$ cat src/hw/rtl/entry_pool_free_list_unit_assert.svh
// Assertion macros shared by the entry pool RTL.
`ifndef ENTRY_POOL_FREE_LIST_UNIT_ASSERT_SVH
`define ENTRY_POOL_FREE_LIST_UNIT_ASSERT_SVH
`ifndef NO_ASSERTIONS
`define EPFL_ASSERT_IMPL(label, ante, cons) \
	label: assert property (@(posedge clk) disable iff (!arst_n) (ante) |-> (cons)) \
		else $error("epfl: implication check failed");
`define EPFL_ASSERT_ALWAYS(label, expr) \
	label: assert property (@(posedge clk) disable iff (!arst_n) (expr)) \
		else $error("epfl: invariant check failed");
`else
`define EPFL_ASSERT_IMPL(label, ante, cons)
`define EPFL_ASSERT_ALWAYS(label, expr)
`endif
`endif

$ cat src/hw/rtl/epfl_pkg.sv
// Shared types and codes of the entry pool free list unit.
package epfl_pkg;

	localparam int CMD_W    = 2;
	localparam int NUM_W    = 6;
	localparam int DATA_W   = 32;
	localparam int STATUS_W = 2;

	localparam logic [CMD_W-1:0] CMD_ALLOC   = 2'd0;
	localparam logic [CMD_W-1:0] CMD_RELEASE = 2'd1;
	localparam logic [CMD_W-1:0] CMD_LIST    = 2'd2;

	localparam logic [STATUS_W-1:0] ST_OK         = 2'd0;
	localparam logic [STATUS_W-1:0] ST_EXHAUSTED  = 2'd1;
	localparam logic [STATUS_W-1:0] ST_RANGE      = 2'd2;
	localparam logic [STATUS_W-1:0] ST_NOT_ACTIVE = 2'd3;

	typedef logic [1:0] emit_sel_t;
	localparam emit_sel_t EMIT_STATUS = 2'd0;
	localparam emit_sel_t EMIT_ALLOC  = 2'd1;
	localparam emit_sel_t EMIT_LIST   = 2'd2;

	typedef struct packed {
		logic                load;
		logic                rd_free;
		logic                rd_cur;
		logic                walk_step;
		logic                walk_adv;
		logic                alloc_commit;
		logic                unlink;
		logic                free_push;
		logic                emit;
		emit_sel_t           emit_sel;
		logic [STATUS_W-1:0] status;
	} ctl_t;

	typedef struct packed {
		logic [CMD_W-1:0] cmd;
		logic             range_ok;
		logic             free_ok;
		logic             cur_ok;
		logic             cur_hit;
		logic             out_free;
	} stat_t;

endpackage

$ cat src/hw/rtl/epfl_req_if.sv
// Request channel: command beats into the entry pool.
interface epfl_req_if;
	logic                         valid;
	logic                         ready;
	logic [epfl_pkg::CMD_W-1:0]   cmd;
	logic [epfl_pkg::NUM_W-1:0]   entry_num;
	logic [epfl_pkg::DATA_W-1:0]  store_value;

	modport source(output valid, cmd, entry_num, store_value, input ready);
	modport sink(input valid, cmd, entry_num, store_value, output ready);
endinterface

$ cat src/hw/rtl/epfl_rsp_if.sv
// Response channel: result beats out of the entry pool.
interface epfl_rsp_if;
	logic                          valid;
	logic                          ready;
	logic [epfl_pkg::STATUS_W-1:0] status;
	logic [epfl_pkg::NUM_W-1:0]    result_num;
	logic [epfl_pkg::DATA_W-1:0]   result_value;
	logic                          last;

	modport source(output valid, status, result_num, result_value, last, input ready);
	modport sink(input valid, status, result_num, result_value, last, output ready);
endinterface

$ cat src/hw/rtl/epfl_datapath.sv
// Datapath: list heads, link and value memories, walk pointers, result register.
`include "entry_pool_free_list_unit_assert.svh"
module epfl_datapath #(
	parameter int POOL_SIZE  = 32,
	parameter int VALUE_BITS = 32
) (
	input  logic                          clk,
	input  logic                          arst_n,
	input  logic [epfl_pkg::CMD_W-1:0]    req_cmd,
	input  logic [epfl_pkg::NUM_W-1:0]    req_entry_num,
	input  logic [epfl_pkg::DATA_W-1:0]   req_store_value,
	input  epfl_pkg::ctl_t                ctl,
	output epfl_pkg::stat_t               st,
	output logic                          rsp_valid,
	input  logic                          rsp_ready,
	output logic [epfl_pkg::STATUS_W-1:0] rsp_status,
	output logic [epfl_pkg::NUM_W-1:0]    rsp_result_num,
	output logic [epfl_pkg::DATA_W-1:0]   rsp_result_value,
	output logic                          rsp_last
);
	localparam int IDX_W  = $clog2(POOL_SIZE);
	localparam int LINK_W = IDX_W + 1;

	typedef logic [IDX_W-1:0]            idx_t;
	typedef logic [LINK_W-1:0]           link_t;
	typedef logic [VALUE_BITS-1:0]       value_t;
	typedef logic [epfl_pkg::NUM_W-1:0]  num_t;
	typedef logic [epfl_pkg::DATA_W-1:0] data_t;

	localparam idx_t          LAST_IDX = idx_t'(POOL_SIZE - 1);
	localparam logic [IDX_W:0] ONE_EXT = (IDX_W + 1)'(1);
	localparam logic [epfl_pkg::NUM_W:0] POOL_EXT = (epfl_pkg::NUM_W + 1)'(POOL_SIZE);

	function automatic num_t to_num(idx_t i);
		return num_t'({1'b0, i} + ONE_EXT);
	endfunction

	logic [epfl_pkg::CMD_W-1:0] cmd_q;
	num_t   num_q;
	value_t val_q;
	idx_t   free_head_q;
	logic   free_ok_q;
	idx_t   active_head_q;
	logic   active_ok_q;
	idx_t   cur_q;
	logic   cur_ok_q;
	idx_t   prev_q;
	logic   have_prev_q;

	link_t  link_mem [POOL_SIZE];
	value_t val_mem  [POOL_SIZE];
	logic [POOL_SIZE-1:0] link_vld_q;
	link_t  rd_link_s1;
	logic   rd_vld_s1;
	idx_t   rd_addr_s1;
	value_t rd_val_s1;

	logic   rd_en;
	idx_t   rd_addr;
	idx_t   rd_next;
	logic   rd_ok;
	logic   link_we;
	idx_t   link_wa;
	link_t  link_wd;
	idx_t   target;

	logic                          rsp_valid_q;
	logic [epfl_pkg::STATUS_W-1:0] rsp_status_q;
	num_t                          rsp_num_q;
	data_t                         rsp_value_q;
	logic                          rsp_last_q;

	assign rd_en   = ctl.rd_free || ctl.rd_cur;
	assign rd_addr = ctl.rd_free ? free_head_q : cur_q;

	// entries never written since reset hold the initial chain
	always_comb begin
		if (rd_vld_s1) begin
			rd_next = rd_link_s1[IDX_W-1:0];
			rd_ok   = rd_link_s1[IDX_W];
		end else begin
			rd_next = (rd_addr_s1 == LAST_IDX) ? '0 : rd_addr_s1 + 1'b1;
			rd_ok   = (rd_addr_s1 != LAST_IDX);
		end
	end

	always_comb begin
		link_we = 1'b0;
		link_wa = free_head_q;
		link_wd = {active_ok_q, active_head_q};
		if (ctl.alloc_commit) begin
			link_we = 1'b1;
		end else if (ctl.unlink && have_prev_q) begin
			link_we = 1'b1;
			link_wa = prev_q;
			link_wd = {rd_ok, rd_next};
		end else if (ctl.free_push) begin
			link_we = 1'b1;
			link_wa = cur_q;
			link_wd = {free_ok_q, free_head_q};
		end
	end

	always_ff @(posedge clk) begin
		if (link_we) begin
			link_mem[link_wa] <= link_wd;
		end
		if (ctl.alloc_commit) begin
			val_mem[free_head_q] <= val_q;
		end
		if (rd_en) begin
			rd_link_s1 <= link_mem[rd_addr];
			rd_val_s1  <= val_mem[rd_addr];
			rd_vld_s1  <= link_vld_q[rd_addr];
			rd_addr_s1 <= rd_addr;
		end
	end

	always_ff @(posedge clk or negedge arst_n) begin
		if (!arst_n) begin
			link_vld_q <= '0;
		end else if (link_we) begin
			link_vld_q[link_wa] <= 1'b1;
		end
	end

	always_ff @(posedge clk or negedge arst_n) begin
		if (!arst_n) begin
			free_head_q   <= '0;
			free_ok_q     <= 1'b1;
			active_head_q <= '0;
			active_ok_q   <= 1'b0;
			cur_ok_q      <= 1'b0;
			have_prev_q   <= 1'b0;
		end else begin
			if (ctl.load) begin
				cur_ok_q    <= active_ok_q;
				have_prev_q <= 1'b0;
			end
			if (ctl.walk_step) begin
				have_prev_q <= 1'b1;
			end
			if (ctl.walk_adv) begin
				cur_ok_q <= rd_ok;
			end
			if (ctl.alloc_commit) begin
				free_head_q   <= rd_next;
				free_ok_q     <= rd_ok;
				active_head_q <= free_head_q;
				active_ok_q   <= 1'b1;
			end
			if (ctl.unlink && !have_prev_q) begin
				active_head_q <= rd_next;
				active_ok_q   <= rd_ok;
			end
			if (ctl.free_push) begin
				free_head_q <= cur_q;
				free_ok_q   <= 1'b1;
			end
		end
	end

	always_ff @(posedge clk) begin
		if (ctl.load) begin
			cmd_q <= req_cmd;
			num_q <= req_entry_num;
			val_q <= value_t'(req_store_value);
			cur_q <= active_head_q;
		end
		if (ctl.walk_step) begin
			prev_q <= cur_q;
		end
		if (ctl.walk_adv) begin
			cur_q <= rd_next;
		end
	end

	assign target = idx_t'(num_q - num_t'(1));

	assign st.cmd      = cmd_q;
	assign st.range_ok = (num_q != '0) && ({1'b0, num_q} <= POOL_EXT);
	assign st.free_ok  = free_ok_q;
	assign st.cur_ok   = cur_ok_q;
	assign st.cur_hit  = (cur_q == target);
	assign st.out_free = !rsp_valid_q || rsp_ready;

	always_ff @(posedge clk or negedge arst_n) begin
		if (!arst_n) begin
			rsp_valid_q <= 1'b0;
		end else if (ctl.emit) begin
			rsp_valid_q <= 1'b1;
		end else if (rsp_ready) begin
			rsp_valid_q <= 1'b0;
		end
	end

	always_ff @(posedge clk) begin
		if (ctl.emit) begin
			rsp_status_q <= ctl.status;
			case (ctl.emit_sel)
				epfl_pkg::EMIT_ALLOC: begin
					rsp_num_q   <= to_num(free_head_q);
					rsp_value_q <= '0;
					rsp_last_q  <= 1'b1;
				end
				epfl_pkg::EMIT_LIST: begin
					rsp_num_q   <= to_num(cur_q);
					rsp_value_q <= data_t'(rd_val_s1);
					rsp_last_q  <= !rd_ok;
				end
				default: begin
					rsp_num_q   <= '0;
					rsp_value_q <= '0;
					rsp_last_q  <= 1'b1;
				end
			endcase
		end
	end

	assign rsp_valid        = rsp_valid_q;
	assign rsp_status       = rsp_status_q;
	assign rsp_result_num   = rsp_num_q;
	assign rsp_result_value = rsp_value_q;
	assign rsp_last         = rsp_last_q;

	`EPFL_ASSERT_IMPL(a_alloc_has_free, ctl.alloc_commit, free_ok_q)
	`EPFL_ASSERT_ALWAYS(a_one_link_write, $onehot0({ctl.alloc_commit, ctl.unlink, ctl.free_push}))
	`EPFL_ASSERT_IMPL(a_unlink_reads_cur, ctl.unlink || ctl.free_push, rd_addr_s1 == cur_q)

endmodule

$ cat src/hw/rtl/epfl_ctrl.sv
// Controller: sequences allocate, release walk and list walk over the datapath.
`include "entry_pool_free_list_unit_assert.svh"
module epfl_ctrl (
	input  logic            clk,
	input  logic            arst_n,
	input  logic            req_valid,
	output logic            req_ready,
	input  epfl_pkg::stat_t st,
	output epfl_pkg::ctl_t  ctl
);
	localparam logic [3:0] S_IDLE       = 4'd0;
	localparam logic [3:0] S_DECODE     = 4'd1;
	localparam logic [3:0] S_ALLOC_WR   = 4'd2;
	localparam logic [3:0] S_REL_WALK   = 4'd3;
	localparam logic [3:0] S_REL_NEXT   = 4'd4;
	localparam logic [3:0] S_REL_UNLINK = 4'd5;
	localparam logic [3:0] S_REL_FREE   = 4'd6;
	localparam logic [3:0] S_LIST_RD    = 4'd7;
	localparam logic [3:0] S_LIST_EMIT  = 4'd8;
	localparam logic [3:0] S_RESP       = 4'd9;

	logic [3:0]                    state_q;
	logic [3:0]                    state_nxt;
	logic [epfl_pkg::STATUS_W-1:0] resp_status_q;
	logic [epfl_pkg::STATUS_W-1:0] resp_status_nxt;

	assign req_ready = (state_q == S_IDLE);

	always_comb begin
		ctl             = '0;
		ctl.emit_sel    = epfl_pkg::EMIT_STATUS;
		ctl.status      = epfl_pkg::ST_OK;
		state_nxt       = state_q;
		resp_status_nxt = resp_status_q;
		unique case (state_q)
			S_IDLE: begin
				if (req_valid) begin
					ctl.load  = 1'b1;
					state_nxt = S_DECODE;
				end
			end
			S_DECODE: begin
				unique case (st.cmd)
					epfl_pkg::CMD_ALLOC: begin
						if (st.free_ok) begin
							ctl.rd_free = 1'b1;
							state_nxt   = S_ALLOC_WR;
						end else begin
							resp_status_nxt = epfl_pkg::ST_EXHAUSTED;
							state_nxt       = S_RESP;
						end
					end
					epfl_pkg::CMD_RELEASE: begin
						if (st.range_ok) begin
							state_nxt = S_REL_WALK;
						end else begin
							resp_status_nxt = epfl_pkg::ST_RANGE;
							state_nxt       = S_RESP;
						end
					end
					epfl_pkg::CMD_LIST: begin
						state_nxt = S_LIST_RD;
					end
					default: begin
						state_nxt = S_IDLE;
					end
				endcase
			end
			S_ALLOC_WR: begin
				if (st.out_free) begin
					ctl.alloc_commit = 1'b1;
					ctl.emit         = 1'b1;
					ctl.emit_sel     = epfl_pkg::EMIT_ALLOC;
					state_nxt        = S_IDLE;
				end
			end
			S_REL_WALK: begin
				if (!st.cur_ok) begin
					resp_status_nxt = epfl_pkg::ST_NOT_ACTIVE;
					state_nxt       = S_RESP;
				end else if (st.cur_hit) begin
					ctl.rd_cur = 1'b1;
					state_nxt  = S_REL_UNLINK;
				end else begin
					ctl.rd_cur    = 1'b1;
					ctl.walk_step = 1'b1;
					state_nxt     = S_REL_NEXT;
				end
			end
			S_REL_NEXT: begin
				ctl.walk_adv = 1'b1;
				state_nxt    = S_REL_WALK;
			end
			S_REL_UNLINK: begin
				ctl.unlink = 1'b1;
				state_nxt  = S_REL_FREE;
			end
			S_REL_FREE: begin
				ctl.free_push   = 1'b1;
				resp_status_nxt = epfl_pkg::ST_OK;
				state_nxt       = S_RESP;
			end
			S_LIST_RD: begin
				if (st.cur_ok) begin
					ctl.rd_cur = 1'b1;
					state_nxt  = S_LIST_EMIT;
				end else begin
					state_nxt = S_IDLE;
				end
			end
			S_LIST_EMIT: begin
				if (st.out_free) begin
					ctl.emit     = 1'b1;
					ctl.emit_sel = epfl_pkg::EMIT_LIST;
					ctl.walk_adv = 1'b1;
					state_nxt    = S_LIST_RD;
				end
			end
			S_RESP: begin
				if (st.out_free) begin
					ctl.emit   = 1'b1;
					ctl.status = resp_status_q;
					state_nxt  = S_IDLE;
				end
			end
			default: begin
				state_nxt = S_IDLE;
			end
		endcase
	end

	always_ff @(posedge clk or negedge arst_n) begin
		if (!arst_n) begin
			state_q       <= S_IDLE;
			resp_status_q <= epfl_pkg::ST_OK;
		end else begin
			state_q       <= state_nxt;
			resp_status_q <= resp_status_nxt;
		end
	end

	`EPFL_ASSERT_IMPL(a_emit_slot_free, ctl.emit, st.out_free)
	`EPFL_ASSERT_IMPL(a_decode_after_accept, state_q == S_DECODE, $past(req_valid && req_ready))

endmodule

$ cat src/hw/rtl/entry_pool_free_list_unit.sv
// Top level of the entry pool free list unit: controller plus datapath.
// Usage:
//   req carries one command beat (cmd, entry_num, store_value); rsp carries result
//   beats (status, result_num, result_value, last), valid/ready on both.
//   Allocate and release give exactly one beat with last set; list gives one beat
//   per active entry, newest first, last on the oldest; an empty list or an
//   unused cmd gives no beat.
//   One command is worked at a time; req.ready is high while the unit is idle.
//   Each list step has a read state and an emit state, since the link memory
//   read is registered.
//   A result beat sits in an output register, so the next command is accepted
//   while it waits; when rsp is stalled, a list walk holds until the register frees.
//   Reset empties the active list and chains all entries into the free list,
//   entry 1 first; it takes effect at once, with no sweep.
module entry_pool_free_list_unit #(
	parameter int POOL_SIZE  = 32,
	parameter int VALUE_BITS = 32
) (
	input  logic       clk,
	input  logic       arst_n,
	epfl_req_if.sink   req,
	epfl_rsp_if.source rsp
);
	epfl_pkg::ctl_t  ctl;
	epfl_pkg::stat_t st;

	epfl_ctrl u_ctrl (
		.clk       (clk),
		.arst_n    (arst_n),
		.req_valid (req.valid),
		.req_ready (req.ready),
		.st        (st),
		.ctl       (ctl)
	);

	epfl_datapath #(
		.POOL_SIZE  (POOL_SIZE),
		.VALUE_BITS (VALUE_BITS)
	) u_datapath (
		.clk              (clk),
		.arst_n           (arst_n),
		.req_cmd          (req.cmd),
		.req_entry_num    (req.entry_num),
		.req_store_value  (req.store_value),
		.ctl              (ctl),
		.st               (st),
		.rsp_valid        (rsp.valid),
		.rsp_ready        (rsp.ready),
		.rsp_status       (rsp.status),
		.rsp_result_num   (rsp.result_num),
		.rsp_result_value (rsp.result_value),
		.rsp_last         (rsp.last)
	);

endmodule
$ cat src/flat_wrapper.sv
// flat-port wrapper written by rule: the top's interface ports become plain ports
module entry_pool_free_list_unit_flat 
#(
	parameter int POOL_SIZE  = 32,
	parameter int VALUE_BITS = 32
)
  (clk, arst_n, req_valid, req_cmd, req_entry_num, req_store_value, req_ready, rsp_valid, rsp_status, rsp_result_num, rsp_result_value, rsp_last, rsp_ready);
  epfl_req_if req_i ();
  epfl_rsp_if rsp_i ();
  input  logic clk;
  input  logic arst_n;
  input wire logic [$bits(req_i.valid)-1:0] req_valid;
  input wire logic [$bits(req_i.cmd)-1:0] req_cmd;
  input wire logic [$bits(req_i.entry_num)-1:0] req_entry_num;
  input wire logic [$bits(req_i.store_value)-1:0] req_store_value;
  output wire logic [$bits(req_i.ready)-1:0] req_ready;
  output wire logic [$bits(rsp_i.valid)-1:0] rsp_valid;
  output wire logic [$bits(rsp_i.status)-1:0] rsp_status;
  output wire logic [$bits(rsp_i.result_num)-1:0] rsp_result_num;
  output wire logic [$bits(rsp_i.result_value)-1:0] rsp_result_value;
  output wire logic [$bits(rsp_i.last)-1:0] rsp_last;
  input wire logic [$bits(rsp_i.ready)-1:0] rsp_ready;
  assign req_i.valid = req_valid;
  assign req_i.cmd = req_cmd;
  assign req_i.entry_num = req_entry_num;
  assign req_i.store_value = req_store_value;
  assign req_ready = req_i.ready;
  assign rsp_valid = rsp_i.valid;
  assign rsp_status = rsp_i.status;
  assign rsp_result_num = rsp_i.result_num;
  assign rsp_result_value = rsp_i.result_value;
  assign rsp_last = rsp_i.last;
  assign rsp_i.ready = rsp_ready;
  entry_pool_free_list_unit #(.POOL_SIZE(POOL_SIZE), .VALUE_BITS(VALUE_BITS)) u_core (.clk(clk), .arst_n(arst_n), .req(req_i), .rsp(rsp_i));
endmodule
$ cat config.mk
export PLATFORM = sky130hd
export DESIGN_NAME = entry_pool_free_list_unit_flat
export DESIGN_NICKNAME = d
export VERILOG_FILES = /design/src/hw/rtl/epfl_pkg.sv /design/src/hw/rtl/epfl_req_if.sv /design/src/hw/rtl/epfl_rsp_if.sv /design/src/hw/rtl/epfl_datapath.sv /design/src/hw/rtl/epfl_ctrl.sv /design/src/hw/rtl/entry_pool_free_list_unit.sv /design/src/flat_wrapper.sv
export VERILOG_INCLUDE_DIRS = /design/src /design/src/hw/rtl
export SDC_FILE = /design/constraint.sdc
export NUM_CORES = 2
export LEC_CHECK = 0
export ABC_AREA = 1
export BUFFER_PORTS_ARGS = -buffer_cell sky130_fd_sc_hd__buf_2
export CAP_MARGIN = 20
export CORE_MARGIN = 10
export CORE_UTILIZATION = 60
export CTS_BUF_LIST = sky130_fd_sc_hd__clkbuf_4 sky130_fd_sc_hd__clkbuf_8 sky130_fd_sc_hd__clkbuf_16
export DETAILED_ROUTE_END_ITERATION = 16
export MAX_ROUTING_LAYER = met4
export PLACE_DENSITY_LB_ADDON = 0.1
export SYNTH_ARGS = -nofsm -noshare
export SYNTH_HDL_FRONTEND = slang
export SYNTH_SLANG_ARGS = --single-unit
$ cat constraint.sdc
create_clock -name clk -period 9.6 [get_ports clk]
set_input_delay 0.48 -clock clk [delete_from_list [all_inputs] [get_ports clk]]
set_output_delay 0.48 -clock clk [all_outputs]
set_load 0.01 [all_outputs]
[Yosys cells after proc, flatten, opt, wreduce, memory -nomap -nowiden]
Memory sizes are Yosys's and may differ from the RTL's. A register that Yosys moved wholly into a read port is not among the register bits.
Index checks and enable logic that the tools add are counted.
Word-level totals
  flip-flop bits (word level): 150
  bits in writable memories: 1216
  input port bits: 44
  output and inout port bits: 43
  memories: 2
Cells by class
  add/sub/neg operators: 4
  $lt $le $gt $ge: 4
  eq/ne operators: 23
  mux-type cells: 72
  bitwise logic cells: 1
  reduce and logical (&&, ||, !) cells: 22
Memory list
  u_core.u_datapath.val_mem: words 32, width 32, read ports 1, clocked after memory_dff 1, wr ports 1, line epfl_datapath.sv:51  | value_t val_mem [POOL_SIZE];
  u_core.u_datapath.link_mem: words 32, width 6, read ports 1, clocked after memory_dff 1, wr ports 1, line epfl_datapath.sv:50  | link_t link_mem [POOL_SIZE];
Operator list (number)
  5-bit 2-to-1 mux: 12
  4-bit one-hot mux with 9 select lines: 1
  1-bit 2-to-1 mux: 33
  32-bit OR: 1
  4-bit 2-to-1 mux: 7
  6-bit 2-to-1 mux: 3
  4-bit by 3-bit == test with 1-bit output (second input constant): 4
  5-bit by 1-bit adder with 6-bit output (second input constant): 2
  5-bit by 6-bit less-than comparator with 1-bit output (second input constant): 2
  4-bit one-hot mux with 3 select lines: 1
  6-bit one-hot mux with 2 select lines: 1
  2-bit nonzero test: 5
  4-bit by 2-bit == test with 1-bit output (second input constant): 2
  4-bit == test (second input constant): 2
  2-bit 2-to-1 mux: 4
  2-bit one-hot mux with 2 select lines: 2
  6-bit <= comparator (second input constant): 1
  3-bit 2-to-1 mux: 2
  3-bit != test (second input constant): 2
  2-bit one-hot mux with 3 select lines: 1
  6-bit nonzero test: 1
  5-bit by 1-bit adder with 5-bit output (second input constant): 1
  1-bit binary-select mux with 5-bit select: 1
  1-bit demux with 5-bit select: 1
  other kinds (23): 34

[Depth between registers and ports, before layout]
  word-level depth: 10
  mapped depth: 17

[Modules after synthesis]
Synthesis repeated with hierarchy kept, for this count alone.
Unflattened totals
  cells, all modules: 5922
  area, all modules: 61997.0 um^2
By module, submodules not included
  epfl_datapath: times used 1, cells an instance 5795, area an instance 61305.0 um^2
  epfl_ctrl: times used 1, cells an instance 127, area an instance 691.9 um^2

[Worst setup path before layout]
No wires, ideal clock.
  path type: flip-flop to flip-flop
  start point: reg u_core.u_ctrl.state_q[3]
  end point: mem u_core.u_datapath.val_mem[10][0] (netlist name) (enable)
  setup time: 0.421 ns
  data arrival time: 2.771 ns
  required time: 9.179 ns
  path slack: 6.408 ns
  stages on the path, launching flop included: 10
  path buffers: 0
  path through: dfrtp_1 > nor2_2 > inv_1 > nor2_1 > inv_1 > nor2_4 > inv_1 > nor2_1 > nand2_1 > nor2_1
Between the ends
  word-level cells in the longest chain between the ends: 4
RTL lines
  from (decl): line epfl_ctrl.sv:22  | logic [3:0] state_q;
  from (signal assigned): line epfl_ctrl.sv:137  | state_q <= state_nxt;
  4-bit by 2-bit == test with 1-bit output: line epfl_ctrl.sv:35  | unique case (state_q)
  1-bit 2-to-1 mux: line epfl_ctrl.sv:35
  1-bit 2-to-1 mux: line epfl_datapath.sv:108  | if (ctl.alloc_commit) begin
  1-bit 2-to-1 mux (not written as such): line epfl_datapath.sv:109  | val_mem[free_head_q] <= val_q;
  to (decl): line epfl_datapath.sv:51
No other way between the ends.

[Worst setup path in the final report]
  start point: reg u_core.u_datapath.cmd_q[0] (netlist name)
  end point: reg u_core.u_datapath.rd_val_s1[12], read port of u_core.u_datapath.val_mem, data pin
Between the ends
  word-level cells in the longest chain between the ends: 4
  elaborated cells between the ends (all ways): 5
  those cells by class: mux: 3; reduce/logical: 2
RTL lines
  from (decl): line epfl_datapath.sv:38  | logic [epfl_pkg::CMD_W-1:0] cmd_q;
  from (signal assigned): line epfl_datapath.sv:165  | cmd_q <= req_cmd;
  2-bit logical NOT (*): line epfl_ctrl.sv:43  | unique case (st.cmd)
  1-bit 2-to-1 mux (*): line epfl_ctrl.sv:43
  1-bit 2-to-1 mux (*): line epfl_ctrl.sv:35
  5-bit 2-to-1 mux or 1-bit logical OR (tied branches): line epfl_datapath.sv:74, epfl_datapath.sv:73
  to (decl): line epfl_datapath.sv:56  | value_t rd_val_s1;
Every way passes the cells marked *; elsewhere a longest branch is shown, timed or not.
A chain may end at the register's enable or synchronous reset.

==> results.toml <==
[outcome]
outcome = "finished with violations"
violations = "slew limit"

[final_layout]
nets = 6011
stdcell_area_um2 = 68100
final_cells = 7432
drive_gt1_frac = 0.0762
final_cell_mix = "nand2_1, edfxtp_1, inv_1, nand3_1, clkbuf_16"
final_common_cell = "nand2_1"
syn_to_final_growth_pct = 11.2

[min_path]
holdPathStages = 1
min_from = "req_store_value[31]"
min_path_type = "in2reg"
hold_end = "u_core.u_datapath.val_q[31]$_DFFE_PP_"

[route]
dr.pass1.iters = 6
viasPerCell = 5.60
antenna_left = 0
wl_per_cell_um = 22.1
wl_mm = 165
route.detailed.drc = 0
num_vias = 41600
drt_iter0_markers = 5316

[floorplanning]
die-area_um2 = 115000
dieWidth_um = 339
core_um2 = 102000
num_io_pins = 87
die_y_um = 339
initial_utilization = 0.603
rows = 117

[critical_path]
reg2reg_depth = 16
path_class = "reg2reg"
worstPathRequired_ns = 10.11
cp.depth = 16
cp_common_cell = "nand2_1"
worstPathCellList = "inv_1 -> ha_1 -> nand2_1 -> inv_1 -> nand3_4 -> inv_2 -> nand2_1 -> o21ai_4 -> buf_4 -> buf_4 -> buf_4 -> nand3_1 -> nand3_1 -> nand2_1 -> nand2_1 -> nand2_1"
cp_top_family = "buffers and inverters"
path_max_fanout = 57
cp-start-kind = "flop"
crit_buf_inv = 6
slowest_stage = "buf_4"
cp-end-kind = "flop"
r2r-start = "u_core.u_datapath.cmd_q[0]$_DFFE_PP_"
r2r-end = "u_core.u_datapath.rd_val_s1[12]$_DFFE_PP_"
critPathMaxStageDelay_ns = 0.86
rrSetupSlack_ns = 4.84
worst_ep_arrival_time_ns = 5.27

[global_route]
antenna_found_initial = 2
grt_pass1_wl_mm = 245
grt_start_max_net_pins = 225
grt_usage = 0.289
grt.overflow.total = 0
grt_pass1_vias = 39100

[clock_tree]
post-cts-setup-buffers = 0
root_buffer = "clkbuf_16"
clock-sinks = 1404
clk_pin_slew_worst_paths_ns = 0.07
cts_inserted_buffers = 144
clkLatencyLatePin_ns = 0.76
cts.path.max_buffers = 3
cts_tree = "done"
htree_levels = 4

[power_and_ir_drop]
p_leak_nw = 29.2
p_per_area_nw_per_um2 = 298
peakVddDrop_mv = 0.328
total_power_mw = 20.3

[timing]
max_clock_freq_mhz = 210
holdWs_ns = 0.0241
rsz0062_at_grt = "false"
fin_crit_ns = 4.76
setup_viol = 0
worstMarginPinSlew_ns = 1.52
skew_ns = 0.0318
hold_viol = 0
fin_crit_sh = 0.495
slew-limit-headroom = -0.0104
maxSlewViolCount = 30
setup-tns-final_ns = 0

[logic_synthesis]
seq_area_frac_synth = 0.684
syn_nets = 5963
synthCells = 5908
ys_warn_count = 0
ys_types = 40
syn_area_um2 = 61200
avgSynthCellArea_um2 = 10.4
synth_seq_cells = 1404

[placement]
numPortBuffers = 86
routabilityCongestion = 0.832
post-place-cells = 7138
placed_area_um2 = 63000
hpwlAfterDp_mm = 77.2

[run]
drv_cap = 0
[synth_stat cells (all sizes together)]
cell     count  share of area
o21ai       86         0.0075
o2111ai      1        0.00014
xnor2        3        0.00043
a22oi        2        0.00025
dfstp        1        0.00043
or2          7        0.00072
a21oi       10        0.00082
mux2i        1        0.00016
clkbuf      94         0.0058
buf        195          0.017
and2         1        0.00010
a221oi       1        0.00014
nand4        6        0.00061
a21boi       1        0.00012
dfrtp       52          0.021
o22a         1        0.00014
nand3b      76         0.0093
nor4         1        0.00010
nand3     1156          0.095
xor2         4        0.00057
nor2       103         0.0068
edfxtp    1351           0.66
inv       1274          0.078
ha          11         0.0022
a31oi        1        0.00010
o211ai       1        0.00012
nand2     1463          0.090
nor3         3        0.00025
o221ai       2        0.00029
[routing by layer]
layer,global-route usage,vias to the layer above,wire (um)
li1,-,19200,-
met1,0.393,20000,66300
met2,0.448,2089,77000
met3,0.0478,311,16600
met4,0.0895,0,4640
met5,-,-,0
[metrics by stage]
stage | setup slack [ns] | utilization
6_report | 4.84 | 0.670
5_1_grt | 4.57 | 0.670
4_1_cts | 4.89 | 0.670
3_5_place_dp | 4.89 | 0.620
3_3_place_gp | 5.04 | 0.620
2_1_floorplan | 6.41 | -
[power breakdown]
group | total, mW | internal, mW | switching [mW] | leakage (nW)
logic | 6.85 | 1.85 | 5.00 | 14.1
clock network | 5.60 | 3.29 | 2.30 | 2.34
registers | 7.82 | 7.46 | 0.358 | 12.7
total | 20.3 | 12.6 | 7.66 | 29.2
[worst reg2reg max path: cells and delay by family, from the launching register on]
kind                       cells  cell delay (ns)
buffers and inverters          6             2.89
and+or+nand+nor                8             0.94
DFF                            1             0.42
adders and majority gates      1             0.17
AOI/OAI and AO/OA              1             0.10
[kinds of logic after synthesis]
kind of cell | after synthesis | synth area share
buffers and inverters | 1563 | 0.100
AOI/OAI and AO/OA | 106 | 0.00958
DFF | 1404 | 0.684
xor gates and xnor gates | 7 | 0.00100
adders and majority gates | 11 | 0.00225
and+or+nand+nor | 2816 | 0.202
muxes | 1 | 0.000163
[how the worst max path moves through the flow]
stage                                         start                                         end  slack [ns]
6_report       u_core.u_datapath.cmd_q[0]$_DFFE_PP_   u_core.u_datapath.rd_val_s1[12]$_DFFE_PP_        4.84
5_1_grt        u_core.u_datapath.cmd_q[1]$_DFFE_PP_   u_core.u_datapath.rd_val_s1[12]$_DFFE_PP_        4.57
4_1_cts        u_core.u_datapath.cmd_q[0]$_DFFE_PP_    u_core.u_datapath.rd_val_s1[4]$_DFFE_PP_        4.89
3_5_place_dp   u_core.u_datapath.cmd_q[0]$_DFFE_PP_   u_core.u_datapath.rd_val_s1[12]$_DFFE_PP_        4.89
3_3_place_gp   u_core.u_datapath.cmd_q[0]$_DFFE_PP_    u_core.u_datapath.rd_val_s1[4]$_DFFE_PP_        5.04
2_1_floorplan  u_core.u_ctrl.state_q[3]$_DFFE_PN0P_  u_core.u_datapath.val_mem[10][0]$_DFFE_PP_        6.41
[registers in the layout, indices dropped and copies added, names as in the netlist, 5 cells and up]
signal	count
u_core.u_datapath.val_mem	1024
u_core.u_datapath.link_mem	192
u_core.u_datapath.link_vld_q	32
u_core.u_datapath.rd_val_s1	32
u_core.u_datapath.rsp_result_value	32
u_core.u_datapath.val_q	32
u_core.u_datapath.num_q	6
u_core.u_datapath.rd_link_s1	6
u_core.u_datapath.rsp_result_num	6
u_core.u_datapath.active_head_q	5
u_core.u_datapath.cur_q	5
u_core.u_datapath.free_head_q	5
u_core.u_datapath.prev_q	5
u_core.u_datapath.rd_addr_s1	5
[layout make-up]
| class | count | area, um^2 |
|---|---|---|
| Fill cell | 7790 | 33500 |
| Tap cell | 1368 | 1710 |
| Clock inverter | 67 | 657 |
| Inverter | 1274 | 4790 |
| Clock buffer | 186 | 4050 |
| Sequential cell | 1404 | 41900 |
| Multi-Input combinational cell | 2941 | 13600 |
| Timing Repair Buffer | 191 | 1420 |
| Antenna cell | 1 | 2.50 |
[what timing repair did]
action	in CTS	in global routing
hold endpoints to repair	91	0
gates resized for setup	0	0
hold buffers	40	0
Note: power is estimated with default switching activity, not from simulation.
